===== src/rtl/ttip_pkg.sv =====
// Package: constants, types and character helpers of the text-to-integer parser.
`timescale 1ns / 1ps

package ttip_pkg;

  localparam int unsigned OFFSET_W = 16;
  localparam int unsigned BASE_W   = 6;
  localparam int unsigned KIND_W   = 2;
  localparam int unsigned VALUE_W  = 64;
  localparam int unsigned DIGIT_W  = 6;
  localparam int unsigned CHAR_W   = 8;
  localparam int unsigned CFG_IDX_W  = 1;
  localparam int unsigned CFG_DATA_W = 6;

  localparam logic [OFFSET_W-1:0] MAX_OFFSET = 16'hFFFF;

  localparam logic [BASE_W-1:0] BASE_AUTO     = 6'd0;
  localparam logic [BASE_W-1:0] BASE_INVALID  = 6'd1;
  localparam logic [BASE_W-1:0] BASE_MIN      = 6'd2;
  localparam logic [BASE_W-1:0] BASE_OCT      = 6'd8;
  localparam logic [BASE_W-1:0] BASE_DEC      = 6'd10;
  localparam logic [BASE_W-1:0] BASE_HEX      = 6'd16;
  localparam logic [BASE_W-1:0] BASE_MAX      = 6'd36;
  localparam logic [BASE_W-1:0] BASE_RESET    = 6'd10;

  localparam logic [KIND_W-1:0] KIND_RESET    = 2'd1;
  localparam int unsigned KIND_SIGNED_BIT = 0;
  localparam int unsigned KIND_WIDE_BIT   = 1;

  localparam logic [VALUE_W-1:0] MASK_32 = 64'h0000_0000_FFFF_FFFF;
  localparam logic [VALUE_W-1:0] MASK_64 = 64'hFFFF_FFFF_FFFF_FFFF;
  localparam logic [VALUE_W-1:0] LIM_U32 = 64'h0000_0000_FFFF_FFFF;
  localparam logic [VALUE_W-1:0] LIM_S32 = 64'h0000_0000_8000_0000;
  localparam logic [VALUE_W-1:0] LIM_U64 = 64'hFFFF_FFFF_FFFF_FFFF;
  localparam logic [VALUE_W-1:0] LIM_S64 = 64'h8000_0000_0000_0000;

  localparam logic [DIGIT_W-1:0] DIGIT_NONE = 6'd36;

  localparam logic [CHAR_W-1:0] CH_ZERO  = 8'h30;
  localparam logic [CHAR_W-1:0] CH_NINE  = 8'h39;
  localparam logic [CHAR_W-1:0] CH_LA    = 8'h61;
  localparam logic [CHAR_W-1:0] CH_LZ    = 8'h7A;
  localparam logic [CHAR_W-1:0] CH_UA    = 8'h41;
  localparam logic [CHAR_W-1:0] CH_UZ    = 8'h5A;
  localparam logic [CHAR_W-1:0] CH_LX    = 8'h78;
  localparam logic [CHAR_W-1:0] CH_UX    = 8'h58;
  localparam logic [CHAR_W-1:0] CH_PLUS  = 8'h2B;
  localparam logic [CHAR_W-1:0] CH_MINUS = 8'h2D;
  localparam logic [CHAR_W-1:0] CH_SPACE = 8'h20;
  localparam logic [CHAR_W-1:0] CH_TAB   = 8'h09;
  localparam logic [CHAR_W-1:0] CH_CR    = 8'h0D;

  localparam logic [CFG_IDX_W-1:0] REG_NUMBER_BASE = 1'd0;
  localparam logic [CFG_IDX_W-1:0] REG_RESULT_KIND = 1'd1;

  typedef enum logic [5:0] {
    PH_IDLE   = 6'b000001,
    PH_LEAD   = 6'b000010,
    PH_START  = 6'b000100,
    PH_ZERO   = 6'b001000,
    PH_XSEEN  = 6'b010000,
    PH_DIGITS = 6'b100000
  } phase_t;

  typedef struct packed {
    logic [CHAR_W-1:0] char_byte;
    logic              string_start;
  } item_t;

  typedef struct packed {
    logic                bad_base;
    logic                dseen;
    logic                neg;
    logic                ovf;
    logic [KIND_W-1:0]   kind;
    logic [VALUE_W-1:0]  mag;
    logic [OFFSET_W-1:0] end_offset;
  } emit_t;

  function automatic logic [DIGIT_W-1:0] char_digit(input logic [CHAR_W-1:0] c);
    logic [DIGIT_W-1:0] d;
    if (c >= CH_ZERO && c <= CH_NINE) begin
      d = DIGIT_W'(c - CH_ZERO);
    end else if (c >= CH_LA && c <= CH_LZ) begin
      d = DIGIT_W'(c - CH_LA) + BASE_DEC;
    end else if (c >= CH_UA && c <= CH_UZ) begin
      d = DIGIT_W'(c - CH_UA) + BASE_DEC;
    end else begin
      d = DIGIT_NONE;
    end
    return d;
  endfunction

  function automatic logic is_blank(input logic [CHAR_W-1:0] c);
    return (c == CH_SPACE) || (c >= CH_TAB && c <= CH_CR);
  endfunction

  function automatic logic [VALUE_W-1:0] kind_limit(input logic [KIND_W-1:0] k);
    logic [VALUE_W-1:0] lim;
    case (k)
      2'd0:    lim = LIM_U32;
      2'd1:    lim = LIM_S32;
      2'd2:    lim = LIM_U64;
      default: lim = LIM_S64;
    endcase
    return lim;
  endfunction

endpackage


===== src/rtl/ttip_if.sv =====
// Interfaces: character input channel and result output channel.
`timescale 1ns / 1ps

interface ttip_in_if;
  logic       valid;
  logic       ready;
  logic [7:0] char_byte;
  logic       string_start;

  modport source (output valid, output char_byte, output string_start, input ready);
  modport sink   (input valid, input char_byte, input string_start, output ready);
endinterface

interface ttip_out_if;
  logic        valid;
  logic        ready;
  logic [63:0] parsed_value;
  logic        range_error;
  logic        bad_base;
  logic [15:0] end_offset;

  modport source (output valid, output parsed_value, output range_error, output bad_base,
                  output end_offset, input ready);
  modport sink   (input valid, input parsed_value, input range_error, input bad_base,
                  input end_offset, output ready);
endinterface


===== src/rtl/text_to_integer_parser.sv =====
// Top level of the streaming text-to-integer parser.
// Usage:
//   in  channel: one character per transaction (char_byte), string_start set on the
//       first byte of each string; a new start abandons any unfinished parse.
//   out channel: at most one transaction per string with parsed_value, range_error,
//       bad_base and end_offset, given on the byte that ends the number (or on the
//       start byte when the latched base is invalid).
//   cfg port: cfg_write_en/cfg_index/cfg_data write number_base (index 0) and
//       result_kind (index 1); both are latched when a string starts.
// Path: the result for a string's ending byte passes the input register, then the
//   result register.
// Throughput: one character per cycle unless stalled, set by the accumulate step
//   (64 by 6 bit multiply, digit add and limit compare) between input and result registers.
// Reset: rst is synchronous; it empties both registers, returns the parser to idle
//   and sets number_base to 10 and result_kind to signed 32 bit.
// Stall: while a result waits, one more character is taken into the input register;
//   further input is held off until the result transaction completes.
`timescale 1ns / 1ps

module text_to_integer_parser (
  input  logic                              clk,
  input  logic                              rst,
  ttip_in_if.sink                           in,
  ttip_out_if.source                        out,
  input  logic                              cfg_write_en,
  input  logic [ttip_pkg::CFG_IDX_W-1:0]    cfg_index,
  input  logic [ttip_pkg::CFG_DATA_W-1:0]   cfg_data
);

  logic [ttip_pkg::BASE_W-1:0] number_base;
  logic [ttip_pkg::KIND_W-1:0] result_kind;
  logic                        item_vld;
  ttip_pkg::item_t             item;
  logic                        open_slot;
  logic                        step;
  logic                        emit_valid;
  ttip_pkg::emit_t             emit_rec;

  always_ff @(posedge clk) begin
    if (rst) begin
      number_base <= ttip_pkg::BASE_RESET;
      result_kind <= ttip_pkg::KIND_RESET;
    end else if (cfg_write_en) begin
      case (cfg_index)
        ttip_pkg::REG_NUMBER_BASE: number_base <= cfg_data[ttip_pkg::BASE_W-1:0];
        ttip_pkg::REG_RESULT_KIND: result_kind <= cfg_data[ttip_pkg::KIND_W-1:0];
        default: ;
      endcase
    end
  end

  assign step = item_vld && open_slot;

  ttip_in_stage u_in_stage (
    .clk      (clk),
    .rst      (rst),
    .in       (in),
    .take     (step),
    .item_vld (item_vld),
    .item     (item)
  );

  ttip_core u_core (
    .clk         (clk),
    .rst         (rst),
    .step        (step),
    .item        (item),
    .number_base (number_base),
    .result_kind (result_kind),
    .emit_valid  (emit_valid),
    .emit_rec    (emit_rec)
  );

  ttip_out_stage u_out_stage (
    .clk       (clk),
    .rst       (rst),
    .load      (step && emit_valid),
    .rec       (emit_rec),
    .open_slot (open_slot),
    .out       (out)
  );

`ifndef SYNTHESIS
  a_ready_when_empty: assert property (@(posedge clk) disable iff (rst)
    !out.valid |-> in.ready)
    else $error("input held off with an empty result register");

  a_bad_base_clean: assert property (@(posedge clk) disable iff (rst)
    out.valid && out.bad_base |->
      out.parsed_value == 64'd0 && !out.range_error && out.end_offset == 16'd0)
    else $error("invalid-base result carries data");

  a_range_has_digits: assert property (@(posedge clk) disable iff (rst)
    out.valid && out.range_error |-> out.end_offset != 16'd0 && !out.bad_base)
    else $error("range error without digits");

  a_start_bad_base_emits: assert property (@(posedge clk) disable iff (rst)
    step && item.string_start && number_base == ttip_pkg::BASE_INVALID |=>
      out.valid && out.bad_base)
    else $error("invalid base did not produce a result");
`endif

endmodule


===== src/rtl/ttip_in_stage.sv =====
// Input register: holds one accepted character transaction for the parse step.
`timescale 1ns / 1ps

module ttip_in_stage (
  input  logic            clk,
  input  logic            rst,
  ttip_in_if.sink         in,
  input  logic            take,
  output logic            item_vld,
  output ttip_pkg::item_t item
);

  assign in.ready = !item_vld || take;

  always_ff @(posedge clk) begin
    if (rst) begin
      item_vld <= 1'b0;
    end else if (in.ready) begin
      item_vld <= in.valid;
    end
  end

  always_ff @(posedge clk) begin
    if (in.valid && in.ready) begin
      item.char_byte    <= in.char_byte;
      item.string_start <= in.string_start;
    end
  end

endmodule


===== src/rtl/ttip_mac.sv =====
// Accumulate unit: value*base+digit with saturation at the type limit.
`timescale 1ns / 1ps

module ttip_mac (
  input  logic [ttip_pkg::VALUE_W-1:0] acc,
  input  logic [ttip_pkg::BASE_W-1:0]  base,
  input  logic [ttip_pkg::DIGIT_W-1:0] digit,
  input  logic [ttip_pkg::VALUE_W-1:0] limit,
  input  logic                         ovf_in,
  output logic [ttip_pkg::VALUE_W-1:0] acc_out,
  output logic                         ovf_out
);

  localparam int unsigned PROD_W = ttip_pkg::VALUE_W + ttip_pkg::BASE_W;

  logic [PROD_W-1:0] prod;
  logic [PROD_W-1:0] sum;
  logic              over;

  always_comb begin
    prod = PROD_W'(acc) * PROD_W'(base);
    sum  = prod + PROD_W'(digit);
    over = sum > PROD_W'(limit);
    ovf_out = ovf_in || over;
    if (over) begin
      acc_out = limit;
    end else if (ovf_in) begin
      acc_out = acc;
    end else begin
      acc_out = sum[ttip_pkg::VALUE_W-1:0];
    end
  end

endmodule


===== src/rtl/ttip_core.sv =====
// Parse sequencer: prefix, sign and digit phases with the running accumulator.
`timescale 1ns / 1ps

module ttip_core (
  input  logic                          clk,
  input  logic                          rst,
  input  logic                          step,
  input  ttip_pkg::item_t               item,
  input  logic [ttip_pkg::BASE_W-1:0]   number_base,
  input  logic [ttip_pkg::KIND_W-1:0]   result_kind,
  output logic                          emit_valid,
  output ttip_pkg::emit_t               emit_rec
);

  ttip_pkg::phase_t                   phase, phase_next, phase_e;
  logic                               sign_neg, sign_neg_next, sign_e;
  logic                               ovf, ovf_next, ovf_e;
  logic                               dseen, dseen_next, dseen_e;
  logic [ttip_pkg::BASE_W-1:0]        active_base, active_base_next, active_e;
  logic [ttip_pkg::BASE_W-1:0]        base_l, base_l_next, base_e;
  logic [ttip_pkg::KIND_W-1:0]        kind_l, kind_l_next, kind_e;
  logic [ttip_pkg::VALUE_W-1:0]       acc, acc_next, acc_e;
  logic [ttip_pkg::OFFSET_W-1:0]      char_index, char_index_next, idx;
  logic [ttip_pkg::OFFSET_W-1:0]      dstart, dstart_next, dstart_e;

  logic [ttip_pkg::CHAR_W-1:0]        c;
  logic [ttip_pkg::DIGIT_W-1:0]       d;
  logic                               base_bad;
  logic [ttip_pkg::BASE_W-1:0]        mac_base;
  logic [ttip_pkg::VALUE_W-1:0]       mac_acc;
  logic [ttip_pkg::VALUE_W-1:0]       mac_acc_out;
  logic                               mac_ovf_out;
  logic [ttip_pkg::VALUE_W-1:0]       limit;
  logic                               digit_go;
  logic                               digit_dseen;
  logic                               digit_ends;
  logic [ttip_pkg::OFFSET_W-1:0]      xpos;

  assign c        = item.char_byte;
  assign d        = ttip_pkg::char_digit(item.char_byte);
  assign base_bad = (number_base == ttip_pkg::BASE_INVALID) ||
                    (number_base > ttip_pkg::BASE_MAX);

  always_comb begin
    if (item.string_start) begin
      phase_e  = base_bad ? ttip_pkg::PH_IDLE : ttip_pkg::PH_LEAD;
      base_e   = number_base;
      kind_e   = result_kind;
      sign_e   = 1'b0;
      ovf_e    = 1'b0;
      dseen_e  = 1'b0;
      acc_e    = '0;
      active_e = '0;
      dstart_e = '0;
      idx      = '0;
    end else begin
      phase_e  = phase;
      base_e   = base_l;
      kind_e   = kind_l;
      sign_e   = sign_neg;
      ovf_e    = ovf;
      dseen_e  = dseen;
      acc_e    = acc;
      active_e = active_base;
      dstart_e = dstart;
      if (phase != ttip_pkg::PH_IDLE && char_index != ttip_pkg::MAX_OFFSET) begin
        idx = char_index + 1'b1;
      end else begin
        idx = char_index;
      end
    end
    xpos  = (dstart_e == ttip_pkg::MAX_OFFSET) ? dstart_e : dstart_e + 1'b1;
    limit = ttip_pkg::kind_limit(kind_e);
  end

  always_comb begin
    case (phase_e)
      ttip_pkg::PH_LEAD, ttip_pkg::PH_START: begin
        mac_base = (base_e == ttip_pkg::BASE_AUTO) ? ttip_pkg::BASE_DEC : base_e;
        mac_acc  = acc_e;
      end
      ttip_pkg::PH_ZERO: begin
        mac_base = (base_e == ttip_pkg::BASE_AUTO) ? ttip_pkg::BASE_OCT : base_e;
        mac_acc  = '0;
      end
      ttip_pkg::PH_XSEEN: begin
        mac_base = ttip_pkg::BASE_HEX;
        mac_acc  = '0;
      end
      default: begin
        mac_base = active_e;
        mac_acc  = acc_e;
      end
    endcase
  end

  assign digit_ends = (d >= mac_base) || (mac_base < ttip_pkg::BASE_MIN);

  ttip_mac u_mac (
    .acc     (mac_acc),
    .base    (mac_base),
    .digit   (d),
    .limit   (limit),
    .ovf_in  (ovf_e),
    .acc_out (mac_acc_out),
    .ovf_out (mac_ovf_out)
  );

  always_comb begin
    phase_next       = phase_e;
    sign_neg_next    = sign_e;
    ovf_next         = ovf_e;
    dseen_next       = dseen_e;
    active_base_next = active_e;
    base_l_next      = base_e;
    kind_l_next      = kind_e;
    acc_next         = acc_e;
    char_index_next  = idx;
    dstart_next      = dstart_e;
    digit_go         = 1'b0;
    digit_dseen      = dseen_e;
    emit_valid       = 1'b0;
    emit_rec.bad_base   = 1'b0;
    emit_rec.dseen      = dseen_e;
    emit_rec.neg        = sign_e;
    emit_rec.ovf        = ovf_e;
    emit_rec.kind       = kind_e;
    emit_rec.mag        = acc_e;
    emit_rec.end_offset = idx;

    if (item.string_start && base_bad) begin
      emit_valid        = 1'b1;
      emit_rec.bad_base = 1'b1;
      emit_rec.dseen    = 1'b0;
    end else begin
      case (phase_e)
        ttip_pkg::PH_LEAD, ttip_pkg::PH_START: begin
          if (phase_e == ttip_pkg::PH_LEAD && ttip_pkg::is_blank(c)) begin
            phase_next = ttip_pkg::PH_LEAD;
          end else if (phase_e == ttip_pkg::PH_LEAD &&
                       (c == ttip_pkg::CH_PLUS || c == ttip_pkg::CH_MINUS)) begin
            sign_neg_next = (c == ttip_pkg::CH_MINUS);
            phase_next    = ttip_pkg::PH_START;
          end else begin
            dstart_next = idx;
            if ((base_e == ttip_pkg::BASE_AUTO || base_e == ttip_pkg::BASE_HEX) &&
                c == ttip_pkg::CH_ZERO) begin
              phase_next = ttip_pkg::PH_ZERO;
            end else begin
              digit_go = 1'b1;
            end
          end
        end
        ttip_pkg::PH_ZERO: begin
          if (c == ttip_pkg::CH_LX || c == ttip_pkg::CH_UX) begin
            phase_next = ttip_pkg::PH_XSEEN;
          end else begin
            digit_go    = 1'b1;
            digit_dseen = 1'b1;
          end
        end
        ttip_pkg::PH_XSEEN: begin
          if (d < ttip_pkg::DIGIT_W'(ttip_pkg::BASE_HEX)) begin
            dstart_next = idx;
            digit_go    = 1'b1;
          end else begin
            emit_valid          = 1'b1;
            emit_rec.dseen      = 1'b1;
            emit_rec.mag        = '0;
            emit_rec.end_offset = xpos;
            phase_next          = ttip_pkg::PH_IDLE;
          end
        end
        ttip_pkg::PH_DIGITS: begin
          digit_go = 1'b1;
        end
        default: begin
          phase_next = ttip_pkg::PH_IDLE;
        end
      endcase
    end

    if (digit_go) begin
      active_base_next = mac_base;
      if (digit_ends) begin
        emit_valid     = 1'b1;
        emit_rec.dseen = digit_dseen;
        emit_rec.mag   = mac_acc;
        phase_next     = ttip_pkg::PH_IDLE;
      end else begin
        acc_next   = mac_acc_out;
        ovf_next   = mac_ovf_out;
        dseen_next = 1'b1;
        phase_next = ttip_pkg::PH_DIGITS;
      end
    end
  end

  always_ff @(posedge clk) begin
    if (rst) begin
      phase       <= ttip_pkg::PH_IDLE;
      sign_neg    <= 1'b0;
      ovf         <= 1'b0;
      dseen       <= 1'b0;
      active_base <= '0;
      base_l      <= '0;
      kind_l      <= '0;
      acc         <= '0;
      char_index  <= '0;
      dstart      <= '0;
    end else if (step) begin
      phase       <= phase_next;
      sign_neg    <= sign_neg_next;
      ovf         <= ovf_next;
      dseen       <= dseen_next;
      active_base <= active_base_next;
      base_l      <= base_l_next;
      kind_l      <= kind_l_next;
      acc         <= acc_next;
      char_index  <= char_index_next;
      dstart      <= dstart_next;
    end
  end

endmodule


===== src/rtl/ttip_out_stage.sv =====
// Result register: clamps, signs and masks the value and holds the result transaction.
`timescale 1ns / 1ps

module ttip_out_stage (
  input  logic            clk,
  input  logic            rst,
  input  logic            load,
  input  ttip_pkg::emit_t rec,
  output logic            open_slot,
  ttip_out_if.source      out
);

  logic [ttip_pkg::VALUE_W-1:0]  mag_e;
  logic [ttip_pkg::VALUE_W-1:0]  neg_v;
  logic [ttip_pkg::VALUE_W-1:0]  lim;
  logic [ttip_pkg::VALUE_W-1:0]  mask;
  logic [ttip_pkg::VALUE_W-1:0]  val;
  logic                          neg;
  logic                          rng;
  logic [ttip_pkg::OFFSET_W-1:0] end_v;

  assign open_slot = !out.valid || out.ready;

  always_comb begin
    mag_e = rec.dseen ? rec.mag : '0;
    neg   = rec.dseen && rec.neg;
    neg_v = (~mag_e) + 1'b1;
    lim   = ttip_pkg::kind_limit(rec.kind);
    mask  = rec.kind[ttip_pkg::KIND_WIDE_BIT] ? ttip_pkg::MASK_64 : ttip_pkg::MASK_32;
    if (!rec.kind[ttip_pkg::KIND_SIGNED_BIT]) begin
      rng = rec.dseen && rec.ovf;
      val = rng ? mask : (neg ? neg_v : mag_e);
    end else begin
      rng = rec.dseen && (rec.ovf || (!neg && mag_e >= lim));
      if (rng) begin
        val = neg ? lim : lim - 1'b1;
      end else begin
        val = neg ? neg_v : mag_e;
      end
    end
    end_v = rec.dseen ? rec.end_offset : '0;
  end

  always_ff @(posedge clk) begin
    if (rst) begin
      out.valid <= 1'b0;
    end else if (load) begin
      out.valid <= 1'b1;
    end else if (out.ready) begin
      out.valid <= 1'b0;
    end
  end

  always_ff @(posedge clk) begin
    if (load) begin
      out.parsed_value <= val & mask;
      out.range_error  <= rng;
      out.bad_base     <= rec.bad_base;
      out.end_offset   <= end_v;
    end
  end

endmodule

===== src/flat_wrapper.sv =====
// flat-port wrapper written by rule: the top's interface ports become plain ports
module text_to_integer_parser_flat 
  (clk, rst, cfg_write_en, cfg_index, cfg_data, in_valid, in_char_byte, in_string_start, in_ready, out_valid, out_parsed_value, out_range_error, out_bad_base, out_end_offset, out_ready);
  ttip_in_if in_i ();
  ttip_out_if out_i ();
  input  logic clk;
  input  logic rst;
  input  logic cfg_write_en;
  input  logic [ttip_pkg::CFG_IDX_W-1:0] cfg_index;
  input  logic [ttip_pkg::CFG_DATA_W-1:0] cfg_data;
  input wire logic [$bits(in_i.valid)-1:0] in_valid;
  input wire logic [$bits(in_i.char_byte)-1:0] in_char_byte;
  input wire logic [$bits(in_i.string_start)-1:0] in_string_start;
  output wire logic [$bits(in_i.ready)-1:0] in_ready;
  output wire logic [$bits(out_i.valid)-1:0] out_valid;
  output wire logic [$bits(out_i.parsed_value)-1:0] out_parsed_value;
  output wire logic [$bits(out_i.range_error)-1:0] out_range_error;
  output wire logic [$bits(out_i.bad_base)-1:0] out_bad_base;
  output wire logic [$bits(out_i.end_offset)-1:0] out_end_offset;
  input wire logic [$bits(out_i.ready)-1:0] out_ready;
  assign in_i.valid = in_valid;
  assign in_i.char_byte = in_char_byte;
  assign in_i.string_start = in_string_start;
  assign in_ready = in_i.ready;
  assign out_valid = out_i.valid;
  assign out_parsed_value = out_i.parsed_value;
  assign out_range_error = out_i.range_error;
  assign out_bad_base = out_i.bad_base;
  assign out_end_offset = out_i.end_offset;
  assign out_i.ready = out_ready;
  text_to_integer_parser u_core (.clk(clk), .rst(rst), .in(in_i), .out(out_i), .cfg_write_en(cfg_write_en), .cfg_index(cfg_index), .cfg_data(cfg_data));
endmodule

===== config.mk =====
export PLATFORM = sky130hd
export DESIGN_NAME = text_to_integer_parser_flat
export DESIGN_NICKNAME = d
export VERILOG_FILES = /design/src/rtl/ttip_pkg.sv /design/src/rtl/ttip_if.sv /design/src/rtl/text_to_integer_parser.sv /design/src/rtl/ttip_in_stage.sv /design/src/rtl/ttip_mac.sv /design/src/rtl/ttip_core.sv /design/src/rtl/ttip_out_stage.sv /design/src/flat_wrapper.sv
export SDC_FILE = /design/constraint.sdc
export NUM_CORES = 2
export LEC_CHECK = 0
export ABC_AREA = 1
export BUFFER_PORTS_ARGS = -buffer_cell sky130_fd_sc_hd__clkbuf_2
export CAP_MARGIN = 20
export CORE_MARGIN = 2
export CORE_UTILIZATION = 55
export CTS_BUF_LIST = sky130_fd_sc_hd__clkbuf_4 sky130_fd_sc_hd__clkbuf_8
export DETAILED_ROUTE_END_ITERATION = 8
export GPL_ROUTABILITY_DRIVEN = 0
export PLACE_DENSITY = 0.81
export SLEW_MARGIN = 0
export SYNTH_ARGS = -nofsm -noshare
export SYNTH_HDL_FRONTEND = slang
export SYNTH_HIERARCHICAL = 1
export SYNTH_SLANG_ARGS = --single-unit

===== constraint.sdc =====
create_clock -name clk -period 9.15 [get_ports clk]
set_input_delay 0.4575 -clock clk [delete_from_list [all_inputs] [get_ports clk]]
set_output_delay 0.4575 -clock clk [all_outputs]
set_load 0.005 [all_outputs]

== Yosys cells after proc, flatten, opt, wreduce, memory -nomap -nowiden ==
Index checks and enable logic that the tools add are counted.
Operators by class
  $add $sub $neg: 10
  $mul: 1
  $lt $le $gt $ge: 14
  equality and inequality tests: 18
  multiplexer cells: 84
  bitwise logic cells: 3
  reduce and logical (&&, ||, !) cells: 36
Operators with widths (count)
  $mux 64: 15
  $mux 80: 3
  $pmux 64 s3: 1
  $mux 16: 8
  $mux 6: 17
  $add 70x6->70: 1
  $gt 70x64->1: 1
  $mul 64x6->70: 1
  $add 64x1->64 const B: 1
  $and 64x64->64: 1
  $ge 64x64->1: 1
  $not 64->64: 1
  $sub 64x1->64 const B: 1
  $mux 1: 34
  $add 16x1->16 const B: 2
  $eq 8x6->1 const B: 4
  $pmux 16 s2: 1
  $pmux 6 s4: 1
  $pmux 6 s3: 1
  $eq 16x16->1 const B: 1
  $eq 8x7->1 const B: 2
  $ge 8x7->1 const B: 2
  $le 8x7->1 const B: 2
  $logic_and 1x1->1: 16
  other kinds (31): 48
Storage, ports and cells
  register bits after elaboration: 220
  bits of input ports: 21
  logic and storage cells: 186

== Depth between registers and ports, before layout ==
  depth in word-level cells: 19
  mapped depth: 59
  gate-level depth less buffers: 57

== Modules after synthesis ==
Netlist, hierarchy kept.
By module, submodules not included
  ttip_mac: instances 1, cells an instance 3027, area each 18599.1 um^2
  ttip_core: instances 1, cells an instance 1507, area each 8828.5 um^2
  ttip_out_stage: instances 1, cells an instance 1318, area each 8627.0 um^2
  text_to_integer_parser: instances 1, cells an instance 51, area each 340.3 um^2
  ttip_in_stage: instances 1, cells an instance 15, area each 317.8 um^2

== Worst setup path before layout ==
Ideal clock, no wire load.
  kind: register to register
  start: register, netlist name u_core/u_in_stage/item[0]
  end: register u_core/u_core/acc[32] in the netlist's numbering
  setup time: 0.070 ns
  arrival: 7.513 ns
  data required time: 9.080 ns
  path slack: 1.566 ns
  stages on the path, launching flop included: 49
  path through: edfxtp_1 inv_2 nand3_2 nor3_4 inv_1 nand3_2 nand2_1 nand2_1 clkbuf_1 clkbuf_1 nand2_1 fa_1 fa_1 inv_1 fa_1 inv_1 fa_1 inv_1 [... 13 more ...] nor2_1 a211oi_1 o21ai_0 a21oi_1 nand2_1 nand2_1 nand2_1 nand2_1 nand2_1 nand2_1 clkbuf_1 buf_2 nand3_2 nand2_1 inv_1 nand4_1 nand3_1 a21oi_1
On the way
  cells in the longest elaborated chain, start to end: 10
  elaborated cells between the ends (all ways): 43
  those cells by class: add/sub (1); mul (1); order compare (3); eq/ne (8); mux (20); reduce/logical (10)
RTL lines
  $mux 6: RTL line ttip_core.sv:45  | if (item.string_start) begin
  $eq 6x2->1 (tied with other cells): RTL line ttip_core.sv:77  | case (phase_e)
  $reduce_or 2->1 (tied with other cells): RTL line ttip_core.sv:77
  $pmux 6 s3 *: RTL line ttip_core.sv:77
  via u_core.u_core.mac_base (one bit): RTL line ttip_core.sv:29  | logic [ttip_pkg::BASE_W-1:0] mac_base;
  $mul 64x6->70 *: RTL line ttip_mac.sv:21  | prod = PROD_W'(acc) * PROD_W'(base);
  $add 70x6->70 *: RTL line ttip_mac.sv:22  | sum = prod + PROD_W'(digit);
  $gt 70x64->1 / $mux 64 (equally long branches): RTL line ttip_mac.sv:23, ttip_mac.sv:27
  $mux 64 *: RTL line ttip_mac.sv:25  | if (over) begin
  via u_core.u_core.mac_acc_out (one bit): RTL line ttip_core.sv:31  | logic [ttip_pkg::VALUE_W-1:0] mac_acc_out;
  $mux 64 *: RTL line ttip_core.sv:185  | if (digit_ends) begin
  $mux 64 *: RTL line ttip_core.sv:183  | if (digit_go) begin
  end signal, assigned: RTL line ttip_core.sv:219  | acc <= acc_next;
  end, declared: RTL line ttip_core.sv:22  | logic [ttip_pkg::VALUE_W-1:0] acc, acc_next, acc_e;
The timed path passes the listed nets; every way through them passes the cells marked *.
A chain may end at the register's enable or synchronous reset.

== Worst setup path after layout ==
  start: register, netlist name u_core/u_in_stage/item[0]
  end: register u_core/u_core/acc[4] in the netlist's numbering
On the way
  cells in the longest elaborated chain, start to end: 10
  elaborated cells between the ends (all ways): 43
  those cells by class: add/sub (1); mul (1); order compare (3); eq/ne (8); mux (20); reduce/logical (10)
RTL lines (RTL line)
  $mux 6: ttip_core.sv:45
  $eq 6x2->1 (tied with other cells): ttip_core.sv:77
  $reduce_or 2->1 (tied with other cells): ttip_core.sv:77
  $pmux 6 s3 *: ttip_core.sv:77
  via u_core.u_core.mac_base (one bit): ttip_core.sv:29
  $mul 64x6->70 *: ttip_mac.sv:21
  $add 70x6->70 *: ttip_mac.sv:22
  $gt 70x64->1 / $mux 64 (equally long branches): ttip_mac.sv:23, ttip_mac.sv:27
  $mux 64 *: ttip_mac.sv:25
  via u_core.u_core.mac_acc_out (one bit): ttip_core.sv:31
  $mux 64 *: ttip_core.sv:185
  $mux 64 *: ttip_core.sv:183
Marks and branches as above.

==> flow_summary.ini <==
[sta]
max_freq_mhz = 113
clock_skew_ps = 51.5
setup_violations = 0
tightest_slew_ps = 1020
hold_viol_final = 0
slew_headroom_pct = 31.8
fin_crit_sh_pct = 96.9
min_period_ps = 8860
drv_slew = 0

[synthesis]
yosys.area.top_type = nand2_1
synth_common_cells = 2064 x nand2_1, 1012 x inv_1, 450 x nor2_1
synthMuxAreaShare_pct = 0
syn_nets = 6484
synth-edff-count = 91
syn-mean-instance-area_um2 = 6.20
synth-compound-area-share_pct = 8.08
synth_top_family_by_area = simple AND/OR/NAND/NOR gates
ys_warn_count = 6
synth-seq-cells = 220
yosys-top-cells-area = nand2_1 21%, fa_1 14%, inv_1 10%
syn_inst = 5918
synth-xor-area-share_pct = 1.57
yosys.cell_count.top_type = nand2_1
synth_fa_ha_area_share_pct = 23.7
synth.top_cell.area_share_pct = 21.1
yosysUniqueCellTypes = 63
post_synth_instance_area_mm2 = 0.0367
async_flop_share_pct = 0
post_synth_and_or_nand_nor_area_fraction_pct = 38.2
synth_ff_type = dfxtp_1
synth.yosys.seq_area_share_pct = 14.5

[clock_tree]
clkSinkCount = 220
htreeDepth = 2
cts_tree = built
cts_root_buf = clkbuf_8
numCtsBuffers = 40
clock_path_buffers = 3
clk_latency_ps = 640
clk_pin_slew_worst_paths_ps = 60

[pwr]
p_per_area_mw_per_mm2 = 71.7
leakage_uw = 0.0237
finalPower_uw = 2800
vdd_drop_max_mv = 0.0810

[run_status]
status = complete, no violations

[critical_path]
cp-end-kind = flip-flop
worst-setup-path-type = flip-flop to flip-flop
start_kind = flip-flop
rr_worst_depth = 47
critPathSlowestCell = fa_1
crit_path_max_incr_delay_ps = 540
worstPathRequired_ps = 9590
path_common_cell = nand2_1
cp_max_fo = 32
crit_arrival_ps = 9300

[global_route]
grt_max_degree = 86
grt_pass1_vias = 35300
antenna_found_initial = 1
grt_pass1_wl_um = 183000
grt.overflow.total = 0
grt_usage_pct = 32.4

[route]
drcViolationCount = 0
drtPass1Iterations = 7
drtIter0Drc = 4834
via_per_inst = 5.61
drt.antenna.violating_nets = 0
num_vias = 38200
post_drt_wl_per_cell_um = 16.7
totalWireLength_um = 114000

[final_layout]
nets = 6482
area_growth_pct = 6.23
nFillCells = 6159
drive_above_1_share_pct = 9.06
fin_cells = 6812

[hold_path]
min_delay_path_depth = 1
hold_path.class = input pin to flip-flop

[die]
coreArea_mm2 = 0.0660
rows = 94
start_util_pct = 55.6
die_y_um = 262
num_io_pins = 105
die_w_um = 262
dieArea_mm2 = 0.0688

[place]
portBuffers = 104
dpl.hpwl_um = 87800
dp.cells = 6723

[flow_run]
cap_violations = 0
per-layer routing:
layer	share of wire [%]	routed length [um]	track usage (%)	up-vias
li1	-	-	-	18300
met1	40	45500	43.7	17400
met2	42	48300	48.8	2166
met3	12	13600	7.56	360
met4	5.6	6330	16.0	0
met5	0	0	0	-
worst paths after layout:
check        slack, ps                              endpoint                            startpoint
max                290     u_core/u_core/acc[4]$_SDFFE_PP0P_   u_core/u_in_stage/item[0]$_DFFE_PP_
min                 40   u_core/u_in_stage/item[7]$_DFFE_PP_                       in_char_byte[6]
max reg2reg        290     u_core/u_core/acc[4]$_SDFFE_PP0P_   u_core/u_in_stage/item[0]$_DFFE_PP_
min reg2reg        460  u_core/u_core/dstart[9]$_SDFFE_PP0P_  u_core/u_core/dstart[9]$_SDFFE_PP0P_
metrics by stage:
step / area [um^2] / util [%] / setup WS, ps / setup TNS (ps) / hold slack, ps
after floorplan: 36700 / - / 1570 / 0 / 429
after global placement: 37700 / 57.2 / 386 / 0 / 452
after detailed placement: 37700 / 57.2 / 223 / 0 / 455
after CTS: 38700 / 58.6 / 140 / 0 / 3.40
after global routing: 39000 / 59.1 / -27.4 / -85.0 / 21.5
final: 39000 / 59.1 / 286 / 0 / 41.3
logic make-up after synthesis:
group	Yosys count
simple gates	3265
fa+ha+maj	545
buf+inv	1278
flops	220
xor+xnor	64
compound gates	546
timing repair:
item,in CTS,in global routing
buffers inserted,0,6
hold endpoints to repair,5,0
gates resized for setup,0,58
endpoints found under the setup margin,0,65
hold buffers,5,0
final cells by class:
| cell class | count | area [um^2] | area share (%) |
|---|---|---|---|
| diodes | 1 | 2.50 | 0.00642 |
| clock buffers | 62 | 766 | 1.96 |
| clock inverters | 11 | 105 | 0.269 |
| inverters | 1052 | 3950 | 10.1 |
| multi-input cells | 4420 | 26500 | 68.0 |
| flip-flops and latches | 220 | 5320 | 13.6 |
| well taps | 864 | 1080 | 2.77 |
| repair buffers | 182 | 1270 | 3.27 |
critical path: cells and delay by family, from the launching register on:
kind | cells | cell delay (ps)
AOI/OAI and AO/OA | 4 | 880
buffers and inverters | 9 | 1300
and+or+nand+nor | 28 | 3590
DFF | 1 | 420
adders and majority gates | 6 | 2440
layout by cell type, fill, tap and decap left out, types with 7 or more instances in the layout:
cell type	count
a211oi_1	8
a21o_1	8
a21oi_1	277
a31oi_1	10
and2_1	21
buf_4	60
clkbuf_2	103
clkbuf_4	14
clkbuf_8	48
dfxtp_1	129
edfxtp_1	91
fa_1	252
ha_1	293
inv_1	1006
inv_2	38
nand2_1	2060
nand2_2	50
nand2_4	10
nand3_1	333
nand3_2	45
nand3b_1	22
nand4_1	123
nor2_1	415
nor2_2	70
nor2_4	14
nor3_1	34
o21a_1	8
o21ai_0	163
o21ai_1	19
o21bai_1	20
or2_1	9
or2_2	27
xnor2_1	7
xor2_1	54
flip-flops by register name, summed over array words and instances (netlist names):
| register | cells |
|---|---|
| u_core/u_in_stage/item | 9 |
| u_core/u_out_stage/out.end_offset | 16 |
| u_core/u_core/active_base | 6 |
| u_core/u_core/base_l | 6 |
| u_core/u_in_stage/item_vld | 1 |
| u_core/u_out_stage/out.parsed_value | 64 |
| u_core/u_out_stage/out.valid | 1 |
| u_core/u_core/dseen | 1 |
| u_core/number_base | 6 |
| u_core/u_core/dstart | 16 |
| u_core/result_kind | 2 |
| u_core/u_core/ovf | 1 |
| u_core/u_core/acc | 64 |
| u_core/u_core/phase | 6 |
| u_core/u_core/char_index | 16 |
| u_core/u_out_stage/out.bad_base | 1 |
| u_core/u_out_stage/out.range_error | 1 |
| u_core/u_core/sign_neg | 1 |
| u_core/u_core/kind_l | 2 |
report_power, final:
group	leakage, uW	switching [uW]	internal (uW)
Combinational	0.0214	483	187
Sequential	0.00182	23.1	1070
Clock	0.000459	468	569
Note: power is estimated with default switching activity, not from simulation.
